<file path="src/rtl/sparse_row_term_coalescer_top_assert.svh">
// Assertion macros shared by the sparse row term coalescer modules.
// Expects clk and arst_n in the scope of each use; no other dependencies.
`ifndef SPARSE_ROW_TERM_COALESCER_TOP_ASSERT_SVH
`define SPARSE_ROW_TERM_COALESCER_TOP_ASSERT_SVH

`ifndef SYNTH
`define SRTC_ASSERT(lbl, prop, msg) \
	lbl: assert property (@(posedge clk) disable iff (!arst_n) prop) \
		else $error(msg);
`define SRTC_ASSERT_ALWAYS(lbl, prop, msg) \
	lbl: assert property (@(posedge clk) prop) \
		else $error(msg);
`else
`define SRTC_ASSERT(lbl, prop, msg)
`define SRTC_ASSERT_ALWAYS(lbl, prop, msg)
`endif

`endif

</file>
<file path="src/rtl/srtc_pkg.sv">
// Package for the sparse row term coalescer: field widths, defaults,
// function codes and the controller/datapath command and status structs.
// No dependencies.
package srtc_pkg;

	localparam int unsigned MAX_ROW_TERMS_DEF  = 32;
	localparam int unsigned VAR_INDEX_BITS_DEF = 20;

	localparam int unsigned INDEX_W  = 20;
	localparam int unsigned VAR_IN_W = 21;
	localparam int unsigned COEFF_W  = 32;
	localparam int unsigned CNT_W    = 32;
	localparam int unsigned SIZE_W   = 7;
	localparam int unsigned VCOUNT_W = 21;

	localparam logic FUNC_TERM  = 1'b0;
	localparam logic FUNC_CLOSE = 1'b1;

	typedef struct packed {
		logic take_term;
		logic take_close;
		logic merge;
		logic advance;
		logic finish;
	} ctl_cmd_t;

	typedef struct packed {
		logic hit;
		logic last;
	} ctl_stat_t;

endpackage

</file>
<file path="src/rtl/sparse_row_term_coalescer_top.sv">
// Top level of the sparse row term coalescer.
// Instantiates srtc_ctrl and srtc_dpath; depends on srtc_pkg.
//
// Terms and close beats enter on the item channel (item_valid/item_ready)
// with func, var_index, coeff and rhs. A term with a new index, or an
// optimization term, is taken without a stall; a term whose index is already
// in the row passes through the merge state, since the stored coefficient is
// read from the row memory and written back summed. A new-index term that
// finds the buffer full is dropped and flags overflow for the rest of the row.
// A close beat starts the drain: the first result beat is valid in the
// cycle after the close is accepted, and one entry follows per cycle while
// result_ready is high, limited by the single read port of the row memory.
// An empty row yields a single beat with entry_valid low. item_ready stays
// low from the close until the beat with last high is taken, and while a
// repeated index is merged. When the receiver stalls, the result beat holds.
// Reset clears the row, the row and entry counters and var_count; the row
// buffers need no clearing pass.
module sparse_row_term_coalescer_top #(
	parameter int unsigned MAX_ROW_TERMS  = srtc_pkg::MAX_ROW_TERMS_DEF,
	parameter int unsigned VAR_INDEX_BITS = srtc_pkg::VAR_INDEX_BITS_DEF
) (
	input  logic                                 clk,
	input  logic                                 arst_n,
	input  logic                                 item_valid,
	output logic                                 item_ready,
	input  logic                                 func,
	input  logic signed [srtc_pkg::VAR_IN_W-1:0] var_index,
	input  logic signed [srtc_pkg::COEFF_W-1:0]  coeff,
	input  logic signed [srtc_pkg::COEFF_W-1:0]  rhs,
	output logic                                 result_valid,
	input  logic                                 result_ready,
	output logic        [srtc_pkg::INDEX_W-1:0]  entry_index,
	output logic signed [srtc_pkg::COEFF_W-1:0]  entry_coeff,
	output logic                                 entry_valid,
	output logic        [srtc_pkg::CNT_W-1:0]    row_number,
	output logic        [srtc_pkg::CNT_W-1:0]    row_start,
	output logic        [srtc_pkg::SIZE_W-1:0]   row_size,
	output logic signed [srtc_pkg::COEFF_W-1:0]  row_rhs,
	output logic                                 row_has_opt,
	output logic signed [srtc_pkg::COEFF_W-1:0]  row_opt_coeff,
	output logic        [srtc_pkg::VCOUNT_W-1:0] var_count,
	output logic                                 overflow,
	output logic                                 last
);
	import srtc_pkg::*;

	ctl_cmd_t  cmd;
	ctl_stat_t stat;

	srtc_ctrl u_ctrl (
		.clk          (clk),
		.arst_n       (arst_n),
		.item_valid   (item_valid),
		.func         (func),
		.result_ready (result_ready),
		.stat         (stat),
		.item_ready   (item_ready),
		.result_valid (result_valid),
		.cmd          (cmd)
	);

	srtc_dpath #(
		.MAX_ROW_TERMS  (MAX_ROW_TERMS),
		.VAR_INDEX_BITS (VAR_INDEX_BITS)
	) u_dpath (
		.clk           (clk),
		.arst_n        (arst_n),
		.cmd           (cmd),
		.stat          (stat),
		.var_index     (var_index),
		.coeff         (coeff),
		.rhs           (rhs),
		.entry_index   (entry_index),
		.entry_coeff   (entry_coeff),
		.entry_valid   (entry_valid),
		.row_number    (row_number),
		.row_start     (row_start),
		.row_size      (row_size),
		.row_rhs       (row_rhs),
		.row_has_opt   (row_has_opt),
		.row_opt_coeff (row_opt_coeff),
		.var_count     (var_count),
		.overflow      (overflow),
		.last          (last)
	);

endmodule

</file>
<file path="src/rtl/srtc_ctrl.sv">
// Controller state machine of the sparse row term coalescer.
// Depends on srtc_pkg and sparse_row_term_coalescer_top_assert.svh.
`include "sparse_row_term_coalescer_top_assert.svh"
module srtc_ctrl (
	input  logic                clk,
	input  logic                arst_n,
	input  logic                item_valid,
	input  logic                func,
	input  logic                result_ready,
	input  srtc_pkg::ctl_stat_t stat,
	output logic                item_ready,
	output logic                result_valid,
	output srtc_pkg::ctl_cmd_t  cmd
);
	import srtc_pkg::*;

	localparam logic [1:0] S_IDLE  = 2'd0;
	localparam logic [1:0] S_MERGE = 2'd1;
	localparam logic [1:0] S_DRAIN = 2'd2;

	logic [1:0] state_q;
	logic [1:0] state_d;
	logic       take;

	assign item_ready   = (state_q == S_IDLE);
	assign result_valid = (state_q == S_DRAIN);
	assign take         = item_valid && item_ready;

	always_comb begin
		cmd.take_term  = take && (func == FUNC_TERM);
		cmd.take_close = take && (func == FUNC_CLOSE);
		cmd.merge      = (state_q == S_MERGE);
		cmd.advance    = result_valid && result_ready && !stat.last;
		cmd.finish     = result_valid && result_ready && stat.last;
	end

	always_comb begin
		state_d = state_q;
		unique case (state_q)
			S_IDLE: begin
				if (cmd.take_close) begin
					state_d = S_DRAIN;
				end else if (cmd.take_term && stat.hit) begin
					state_d = S_MERGE;
				end
			end
			S_MERGE: begin
				state_d = S_IDLE;
			end
			S_DRAIN: begin
				if (cmd.finish) begin
					state_d = S_IDLE;
				end
			end
			default: begin
				state_d = S_IDLE;
			end
		endcase
	end

	always_ff @(posedge clk or negedge arst_n) begin
		if (!arst_n) begin
			state_q <= S_IDLE;
		end else begin
			state_q <= state_d;
		end
	end

	`SRTC_ASSERT(a_ready_excl_valid, !(item_ready && result_valid), "ready with result pending")
	`SRTC_ASSERT(a_merge_one_cycle, (state_q == S_MERGE) |=> (state_q == S_IDLE), "merge overran")
	`SRTC_ASSERT(a_drain_ends_on_last, $fell(result_valid) |-> $past(result_ready && stat.last), "drain cut short")

endmodule

</file>
<file path="src/rtl/srtc_dpath.sv">
// Datapath of the sparse row term coalescer: row buffers, parallel index
// compare, coefficient memory and row bookkeeping. Depends on srtc_pkg and
// sparse_row_term_coalescer_top_assert.svh.
`include "sparse_row_term_coalescer_top_assert.svh"
module srtc_dpath #(
	parameter int unsigned MAX_ROW_TERMS  = srtc_pkg::MAX_ROW_TERMS_DEF,
	parameter int unsigned VAR_INDEX_BITS = srtc_pkg::VAR_INDEX_BITS_DEF
) (
	input  logic                                     clk,
	input  logic                                     arst_n,
	input  srtc_pkg::ctl_cmd_t                       cmd,
	output srtc_pkg::ctl_stat_t                      stat,
	input  logic signed [srtc_pkg::VAR_IN_W-1:0]     var_index,
	input  logic signed [srtc_pkg::COEFF_W-1:0]      coeff,
	input  logic signed [srtc_pkg::COEFF_W-1:0]      rhs,
	output logic        [srtc_pkg::INDEX_W-1:0]      entry_index,
	output logic signed [srtc_pkg::COEFF_W-1:0]      entry_coeff,
	output logic                                     entry_valid,
	output logic        [srtc_pkg::CNT_W-1:0]        row_number,
	output logic        [srtc_pkg::CNT_W-1:0]        row_start,
	output logic        [srtc_pkg::SIZE_W-1:0]       row_size,
	output logic signed [srtc_pkg::COEFF_W-1:0]      row_rhs,
	output logic                                     row_has_opt,
	output logic signed [srtc_pkg::COEFF_W-1:0]      row_opt_coeff,
	output logic        [srtc_pkg::VCOUNT_W-1:0]     var_count,
	output logic                                     overflow,
	output logic                                     last
);
	import srtc_pkg::*;

	localparam int unsigned FILL_W = $clog2(MAX_ROW_TERMS + 1);
	localparam int unsigned AW     = (MAX_ROW_TERMS > 1) ? $clog2(MAX_ROW_TERMS) : 1;
	localparam int unsigned KEEP_W = (VAR_INDEX_BITS < INDEX_W) ? VAR_INDEX_BITS : INDEX_W;

	logic [KEEP_W-1:0]  idx_buf [MAX_ROW_TERMS];
	logic [COEFF_W-1:0] coeff_mem [MAX_ROW_TERMS];

	logic [FILL_W-1:0]   fill_q;
	logic                opt_seen_q;
	logic [COEFF_W-1:0]  opt_val_q;
	logic                drop_q;
	logic [CNT_W-1:0]    rows_q;
	logic [CNT_W-1:0]    emitted_q;
	logic [VCOUNT_W-1:0] maxv_q;
	logic [AW-1:0]       ptr_q;
	logic [AW-1:0]       hit_addr_q;
	logic [COEFF_W-1:0]  term_coeff_q;
	logic [COEFF_W-1:0]  rd_q;
	logic [KEEP_W-1:0]   out_idx_q;
	logic [COEFF_W-1:0]  rhs_q;

	logic [KEEP_W-1:0]        idx;
	logic                     is_opt;
	logic [MAX_ROW_TERMS-1:0] match;
	logic [AW-1:0]            hit_addr;
	logic                     full;
	logic                     append;
	logic                     drop;
	logic [VCOUNT_W-1:0]      cand;
	logic [AW-1:0]            ptr_next;
	logic                     rd_en;
	logic [AW-1:0]            rd_addr;
	logic                     wr_en;
	logic [AW-1:0]            wr_addr;
	logic [COEFF_W-1:0]       wr_data;
	logic [CNT_W:0]           emitted_sum;
	logic [CNT_W:0]           rows_sum;

	assign idx    = var_index[KEEP_W-1:0];
	assign is_opt = var_index[VAR_IN_W-1];

	always_comb begin
		hit_addr = '0;
		for (int k = 0; k < MAX_ROW_TERMS; k++) begin
			match[k] = (FILL_W'(k) < fill_q) && (idx_buf[k] == idx);
			if (match[k]) begin
				hit_addr = hit_addr | AW'(k);
			end
		end
	end

	assign stat.hit  = !is_opt && (|match);
	assign stat.last = (fill_q == '0) || ((FILL_W'(ptr_q) + FILL_W'(1)) == fill_q);

	assign full     = (fill_q == FILL_W'(MAX_ROW_TERMS));
	assign append   = cmd.take_term && !is_opt && !stat.hit && !full;
	assign drop     = cmd.take_term && !is_opt && !stat.hit && full;
	assign cand     = VCOUNT_W'(idx) + VCOUNT_W'(1);
	assign ptr_next = AW'(ptr_q + AW'(1));

	assign rd_en   = cmd.take_term || cmd.take_close || cmd.advance;
	assign rd_addr = cmd.take_term ? hit_addr : (cmd.take_close ? AW'(0) : ptr_next);
	assign wr_en   = cmd.merge || append;
	assign wr_addr = cmd.merge ? hit_addr_q : fill_q[AW-1:0];
	assign wr_data = cmd.merge ? (rd_q + term_coeff_q) : coeff;

	always_ff @(posedge clk) begin
		if (wr_en) begin
			coeff_mem[wr_addr] <= wr_data;
		end
		if (rd_en) begin
			rd_q <= coeff_mem[rd_addr];
		end
	end

	always_ff @(posedge clk) begin
		if (append) begin
			idx_buf[fill_q[AW-1:0]] <= idx;
		end
		if (cmd.take_term) begin
			hit_addr_q   <= hit_addr;
			term_coeff_q <= coeff;
		end
		if (cmd.take_close) begin
			rhs_q     <= rhs;
			out_idx_q <= idx_buf[0];
		end else if (cmd.advance) begin
			out_idx_q <= idx_buf[ptr_next];
		end
	end

	assign emitted_sum = {1'b0, emitted_q} + (CNT_W + 1)'(fill_q);
	assign rows_sum    = {1'b0, rows_q} + (CNT_W + 1)'(1);

	always_ff @(posedge clk or negedge arst_n) begin
		if (!arst_n) begin
			fill_q     <= '0;
			opt_seen_q <= 1'b0;
			opt_val_q  <= '0;
			drop_q     <= 1'b0;
			rows_q     <= '0;
			emitted_q  <= '0;
			maxv_q     <= '0;
			ptr_q      <= '0;
		end else begin
			if (cmd.take_term && is_opt) begin
				opt_seen_q <= 1'b1;
				opt_val_q  <= coeff;
			end
			if (append) begin
				fill_q <= fill_q + FILL_W'(1);
				if (cand > maxv_q) begin
					maxv_q <= cand;
				end
			end
			if (drop) begin
				drop_q <= 1'b1;
			end
			if (cmd.take_close) begin
				ptr_q <= '0;
			end else if (cmd.advance) begin
				ptr_q <= ptr_next;
			end
			if (cmd.finish) begin
				emitted_q  <= emitted_sum[CNT_W] ? '1 : emitted_sum[CNT_W-1:0];
				rows_q     <= rows_sum[CNT_W] ? '1 : rows_sum[CNT_W-1:0];
				fill_q     <= '0;
				opt_seen_q <= 1'b0;
				opt_val_q  <= '0;
				drop_q     <= 1'b0;
			end
		end
	end

	assign entry_valid   = (fill_q != '0);
	assign entry_index   = entry_valid ? INDEX_W'(out_idx_q) : '0;
	assign entry_coeff   = entry_valid ? rd_q : '0;
	assign row_number    = rows_q;
	assign row_start     = emitted_q;
	assign row_size      = SIZE_W'(fill_q);
	assign row_rhs       = rhs_q;
	assign row_has_opt   = opt_seen_q;
	assign row_opt_coeff = opt_val_q;
	assign var_count     = maxv_q;
	assign overflow      = drop_q;
	assign last          = stat.last;

	`SRTC_ASSERT(a_fill_bound, fill_q <= FILL_W'(MAX_ROW_TERMS), "row fill beyond buffer")
	`SRTC_ASSERT(a_finish_clears, cmd.finish |=> (fill_q == '0) && !drop_q && !opt_seen_q, "row not cleared")
	`SRTC_ASSERT(a_drop_sticky, (drop_q && !cmd.finish) |=> drop_q, "overflow lost mid row")

endmodule

</file>
<file path="config.mk">
export PLATFORM = sky130hd
export DESIGN_NAME = sparse_row_term_coalescer_top
export DESIGN_NICKNAME = d
export VERILOG_FILES = /design/src/rtl/srtc_pkg.sv /design/src/rtl/sparse_row_term_coalescer_top.sv /design/src/rtl/srtc_ctrl.sv /design/src/rtl/srtc_dpath.sv
export VERILOG_INCLUDE_DIRS = /design/src /design/src/rtl
export SDC_FILE = /design/constraint.sdc
export NUM_CORES = 2
export LEC_CHECK = 0
export ABC_AREA = 1
export BUFFER_PORTS_ARGS = -buffer_cell sky130_fd_sc_hd__buf_4
export CORE_MARGIN = 4
export CORE_UTILIZATION = 45
export DETAILED_ROUTE_END_ITERATION = 10
export PLACE_DENSITY = 0.62
export SLEW_MARGIN = 20
export SYNTH_ARGS = -nofsm -noshare
export SYNTH_HDL_FRONTEND = slang
export SYNTH_SLANG_ARGS = --single-unit
</file>
<file path="constraint.sdc">
create_clock -name clk -period 8.65 [get_ports clk]
set_clock_uncertainty 0.1 [all_clocks]
set_input_delay 0.865 -clock clk [delete_from_list [all_inputs] [get_ports clk]]
set_output_delay 0.865 -clock clk [all_outputs]
set_load 0.005 [all_outputs]
</file>
# == Word-level counts from Yosys, hierarchy flattened ==
# Memories as Yosys holds them, arrays and structs flattened. A register that Yosys moved wholly into a read port is not among the register bits.
# Cells that the tools add are included.
# totals
n_memories,2
ramBits,1664
output_inout_bits,214
word_cells,225
ff_bits,221
input_bits,90
# memory_table
name,words,word_bits,rd,rd_clocked_by_memory_dff,wr,line_no,rtl
u_dpath.coeff_mem,32,32,1,1,1,srtc_dpath.sv:36,logic [COEFF_W-1:0] coeff_mem [MAX_ROW_TERMS];
u_dpath.idx_buf,32,20,33,0,1,srtc_dpath.sv:35,logic [KEEP_W-1:0] idx_buf [MAX_ROW_TERMS];
# op_classes
order_cmp,33
reduce_logical,63
n_addsub,7
eq_ne,39
bitwise_logic,1
mux,67
# ops
cell,n
20-bit == test,32
32-bit two-way mux,6
5-bit two-way mux,22
"5-bit by 6-bit less-than comparator with 1-bit output, first input constant",16
20-bit two-way mux,4
"4-bit by 6-bit less-than comparator with 1-bit output, first input constant",8
1-bit logical AND,45
21-bit two-way mux,2
"32-bit by 1-bit adder with 33-bit output, second input constant",1
32-bit by 6-bit adder with 33-bit output,1
32-bit adder,1
4-bit two-way mux,8
32-bit OR reduction,1
"3-bit by 6-bit less-than comparator with 1-bit output, first input constant",4
"20-bit by 1-bit adder with 21-bit output, second input constant",1
21-bit > comparator,1
2-bit two-way mux,9
"1-bit by 6-bit less-than comparator with 1-bit output, first input constant",2
"2-bit by 6-bit less-than comparator with 1-bit output, first input constant",2
3-bit two-way mux,4
6-bit two-way mux,2
1-bit two-way mux,9
2-bit nonzero test,4
"5-bit by 1-bit adder with 6-bit output, second input constant",1
other kinds (16),24

# == Logic depth before layout (Yosys ltp) ==
# An unclocked memory read counts as a cell.
# depth
ltp_word,35
depth_mapped,27
ltp_nobuf,23

# == Modules after synthesis ==
# From an unflattened synthesis, not the netlist that was laid out.
# hier_totals
hier_cells,9653
area_unflattened_um2,94217.9
# by_module_without_submodules
mod,seq_area_each_um2,area_per_inst_um2,cells_per_inst,n_inst
srtc_dpath,56854.5,94072.7,9632,1
srtc_ctrl,50.0,145.1,21,1

# == Least setup slack after synthesis ==
# No wires, ideal clock.
# synth_timing
kind,input to register
start,input var_index[4] in the netlist's numbering
end,"memory u_dpath.coeff_mem[0][0], enable pin"
cell_stages,18
path_slack_ns,3.916
path_buffers,3
arrival_time_ns,4.212
required_ns,8.129
setup_time_ns,0.421
cell_sequence,buf_2 buf_4 buf_4 o22ai_1 nor2_1 nand3_1 nor3_1 nand2_1 nand2_1 nor2_1 nand2_1 nor2_1 nand3_2 nor2_4 nor2_1 nor2_1 nand2_1 nor2_1
# synth_via
elab_chain_cells,10
elab_cells_between_ends,72
classes_between,eq/ne: 32; mux: 2; reduce/logical: 38
# synth_rtl
item,line_no,rtl
start: declaration,sparse_row_term_coalescer_top.sv:27,"input logic signed [srtc_pkg::VAR_IN_W-1:0] var_index,"
20-bit == test,srtc_dpath.sv:75,match[k] = (FILL_W'(k) < fill_q) && (idx_buf[k] == idx);
1-bit logical AND,srtc_dpath.sv:75,
32-bit OR reduction (*),srtc_dpath.sv:82,assign stat.hit = !is_opt && (|match);
1-bit logical AND (*),srtc_dpath.sv:82,
1-bit zero test (*),srtc_dpath.sv:86,assign append = cmd.take_term && !is_opt && !stat.hit && !full;
1-bit logical AND (*) (2 in series),srtc_dpath.sv:86,
1-bit logical OR (*),srtc_dpath.sv:93,assign wr_en = cmd.merge || append;
1-bit two-way mux (*),srtc_dpath.sv:98,if (wr_en) begin
1-bit two-way mux (implied by the code) (*),srtc_dpath.sv:99,coeff_mem[wr_addr] <= wr_data;
end: declaration,srtc_dpath.sv:36,
# Mark *: on every way between the ends. The rest lies on a longest branch, timed or not.

# == Worst setup path after layout ==
# layout_timing
start,register u_dpath.fill_q[1]
end,"memory u_dpath.coeff_mem[13][11], enable pin"
# layout_via
elab_chain_cells,10
elab_cells_between_ends,75
classes_between,order compare: 32; eq/ne: 1; mux: 3; reduce/logical: 39
# layout_rtl
item,line_no,rtl
start: declaration,srtc_dpath.sv:38,logic [FILL_W-1:0] fill_q;
start signal: assignment,srtc_dpath.sv:141,fill_q <= fill_q + FILL_W'(1);
"1-bit by 6-bit less-than comparator with 1-bit output, or another cell as far along",srtc_dpath.sv:75,
1-bit logical AND,srtc_dpath.sv:75,
32-bit OR reduction,srtc_dpath.sv:82,
1-bit logical AND,srtc_dpath.sv:82,
1-bit zero test,srtc_dpath.sv:86,
1-bit logical AND (2 in series),srtc_dpath.sv:86,
1-bit logical OR,srtc_dpath.sv:93,
1-bit two-way mux,srtc_dpath.sv:98,
1-bit two-way mux (implied by the code),srtc_dpath.sv:99,
# Several ways; a longest one is shown, not always the timed one.

==> key figures <==
Power
  – Leak pwr: between 0.04 and 0.05 uW
  – Pwr Total: 31900 uW
  – Power density cells: 302 nW/um^2
  – Max VDD drop: 0.312 mV

STA
  – Achievable frequency: 140 MHz
  – Final period utilization: 82.8%
  – Hold Fails Final Rpt: 0
  – Final Max Slew Viols: 0
  – Min Tclk post-route: 7160 ps
  – Final TNS setup: 0 ps
  – Relative slew slack: between 10% and 20%
  – Final worst slack: approximately 1500 ps
  – Tightest Pin Transition: 1200 ps
  – RSZ-0062 raised after global routing: false
  – Final setup viols: 0
  – Hold WS: 52.3 ps

Logic synthesis
  – Post-synth top area share: 57.6%
  – Seq/Total Area, Yosys: about three fifths
  – Largest family of logic cells by synthesized area: simple AND/OR/NAND/NOR gates
  – Compound-Gate Fraction of Synth Area: about 6.0%
  – Mean post-synth cell area: just under 10 um^2
  – Seq cells post-synth: 1917
  – Area contributors post-synth: edfxtp_1 (58%), nand2_1 (9.2%), nand3_1 (7.4%), inv_1 (4.0%), dfrtp_1 (3.5%)
  – Synth Area in Simple Gates: 21.4%
  – Mux share of post-synthesis cell area: 0%
  – Post-synth ARST share: just under 7%
  – Synth warn: 0
  – Top cell type by total area after synthesis: edfxtp_1
  – Post-Syn Area: 93100 um^2
  – Synth Area in Adders: less than 1%
  – Cell variety after synth: 55
  – Syn_nets: 9724
  – Post-synth EDFFs: 1785
  – Main synth FF type: edfxtp_1
  – Post-synthesis xor/xnor area fraction: 3.71%
  – Cells after Synth: 9567

Worst setup path
  – CP startpoint kind: flip-flop
  – Crit Path Class: flip-flop to flip-flop
  – CP max FO: 23
  – WP data arrival: 7620 ps
  – Worst Path Required: 9110 ps
  – Crit. End Element: flip-flop

Global routing
  – GRT Overall Usage: about a third
  – First-pass GRT wire length: 494000 um
  – Initial antenna violation count: 14
  – Pin count of the biggest net entering global routing: 180
  – Gr ovfl total: 0
  – Vias in the first global route: 68300

Floorplan
  – Initial Util: a little under half
  – Die width: 463 um
  – Die ar.: 214000 um^2
  – Std cell rows: 166
  – Die Y-Extent: 463 um
  – I/O pin cnt: 304
  – Core area: 205000 um^2

Min path
  – Worst Hold Class: input port to flip-flop

Clock network
  – Sink Count: 1917
  – Max Buffers Root-to-Sink: 3
  – Depth of the CTS H-tree: 4
  – Clk slew on worst S/H paths: 70 ps
  – CTS tree: built
  – Setup Fix Bufs, Post-CTS: 0
  – CTS Root Cell: clkbuf_16
  – CTS Buf Count: roughly 210
  – Clock Latency Late Sink: approximately 920 ps

Place
  – RePlAce Congestion: 0.983
  – Hpwl dp: 226000 um
  – Port Buffer Count: 302
  – Worst slack at placement: between 1500 and 2000 ps

Final layout
  – Syn-to-layout area delta: 13.5%
  – Leading cell types in the layout, fill and taps excluded: nand2_1 (2271), edfxtp_1 (1785), nand3_1 (1384), inv_1 (991), nor2_1 (633)
  – Share of cells above drive strength 1: 9.64%
  – Commonest non-fill, non-tap cell in the layout: nand2_1
  – Final Util: 51.5%
  – Nets: 9892

Drt
  – Wire length per cell: 27.5 um
  – DR iter-0 viols: 10800
  – Via count: 73900
  – DRC: 0
  – Via/cell ratio: 5.86
  – DRT Pass-1 Iters: 7
  – Final WL: 347000 um
  – Post-route ant nets: 0

Outcome
  – Status: completed

Job
  – Max_cap viols: 0
what timing repair did:
action	CTS	global route
setup endpoints to repair	0	0
gates resized for setup	0	0
hold buffers	2	0
hold endpoints to repair	65	0
per-stage QoR:
step,cells,cell area [um^2]
finish,12600,106000
global route,12600,106000
CTS,12600,105000
detailed placement,12200,98700
global placement,12200,98700
floorplan,9567,93100
critical path, stage by stage (launching register included):
cell     delay [ps]
dfrtp_1         540
inv_1           340
ha_1            300
inv_1           180
nor2_2          720
buf_4           280
nand2_1         110
nand3_1         120
nor3_1           90
nand2_1          60
nand2_1          50
nor2_1          300
nand2_1         170
nor2_1          630
nand3_2         280
nor2_4          420
nor2_1          180
nor2_1          180
nand2_1         490
nor2_4          920
buf_4           370
routing by layer:
metal	wire length [um]	up-vias	global-route usage, %
met2	149000	4538	45.7
li1	-	32600	-
met5	45	-	0
met1	141000	36000	44.9
met3	40300	637	7.34
met4	16500	8	13.4
sequential cells by signal, indices dropped and copies added (netlist names), 21 cells and up:
name and count:
u_dpath.idx_buf 640, u_dpath.row_start 32, u_dpath.term_coeff_q 32, u_dpath.row_opt_coeff 32, u_dpath.row_number 32, u_dpath.rd_q 32, u_dpath.row_rhs 32, u_dpath.var_count 21
u_dpath.coeff_mem 1024
final timing paths:
check	startpoint	endpoint	slack, ps	cells after the start
hold reg to reg	u_dpath.row_opt_coeff[7]	u_dpath.row_opt_coeff[7]	400	2
setup / recovery	u_dpath.fill_q[1]	u_dpath.coeff_mem[13][11]	1490	20
setup reg to reg	u_dpath.fill_q[1]	u_dpath.coeff_mem[13][11]	1490	20
hold / removal	rhs[25]	u_dpath.row_rhs[25]	50	1
min in group asynchronous	arst_n	u_dpath.row_opt_coeff[3]	490	2
max in group asynchronous	arst_n	u_dpath.row_start[8]	6530	3
kinds of logic after synthesis:
logic type,Yosys count
AOI/OAI and AO/OA,986
xor gates and xnor gates,394
buffers and inverters,1576
adders and majority gates,67
and+or+nand+nor,4626
DFF,1917
other,1
synth_stat cells (5+ instances only):
master       n
a211o_1     15
a21boi_0     6
a21oi_1    231
a31oi_1      9
buf_1       28
buf_2      234
buf_4       51
clkbuf_1   236
dfrtp_1    132
edfxtp_1  1785
ha_1        65
inv_1      994
inv_2       28
nand2_1   2280
nand3_1   1384
nand3b_1   131
nand4_1     56
nor2_1     686
nor3_1      49
nor4_1      12
o211ai_1    95
o21a_1       5
o21ai_0    496
o21ai_1     34
o221ai_1    55
o22ai_1     14
or2_2       14
xnor2_1    180
xor2_1     214
report_power, final:
group | internal, uW | switching [uW]
clock network | 4900 | 3900
logic | 3220 | 9060
registers | 10500 | 340
total | 18600 | 13300
final cells by class:
type,count,area [um^2]
fill,18500,99500
inverter,1026,3860
tap,2688,3360
clock buffer,246,5330
multi-input combinational,6074,30600
sequential,1917,56900
timing repair buffer,510,4240
clock inverter,124,1360
antenna,10,25.0
(Power assumes the default switching activity.)
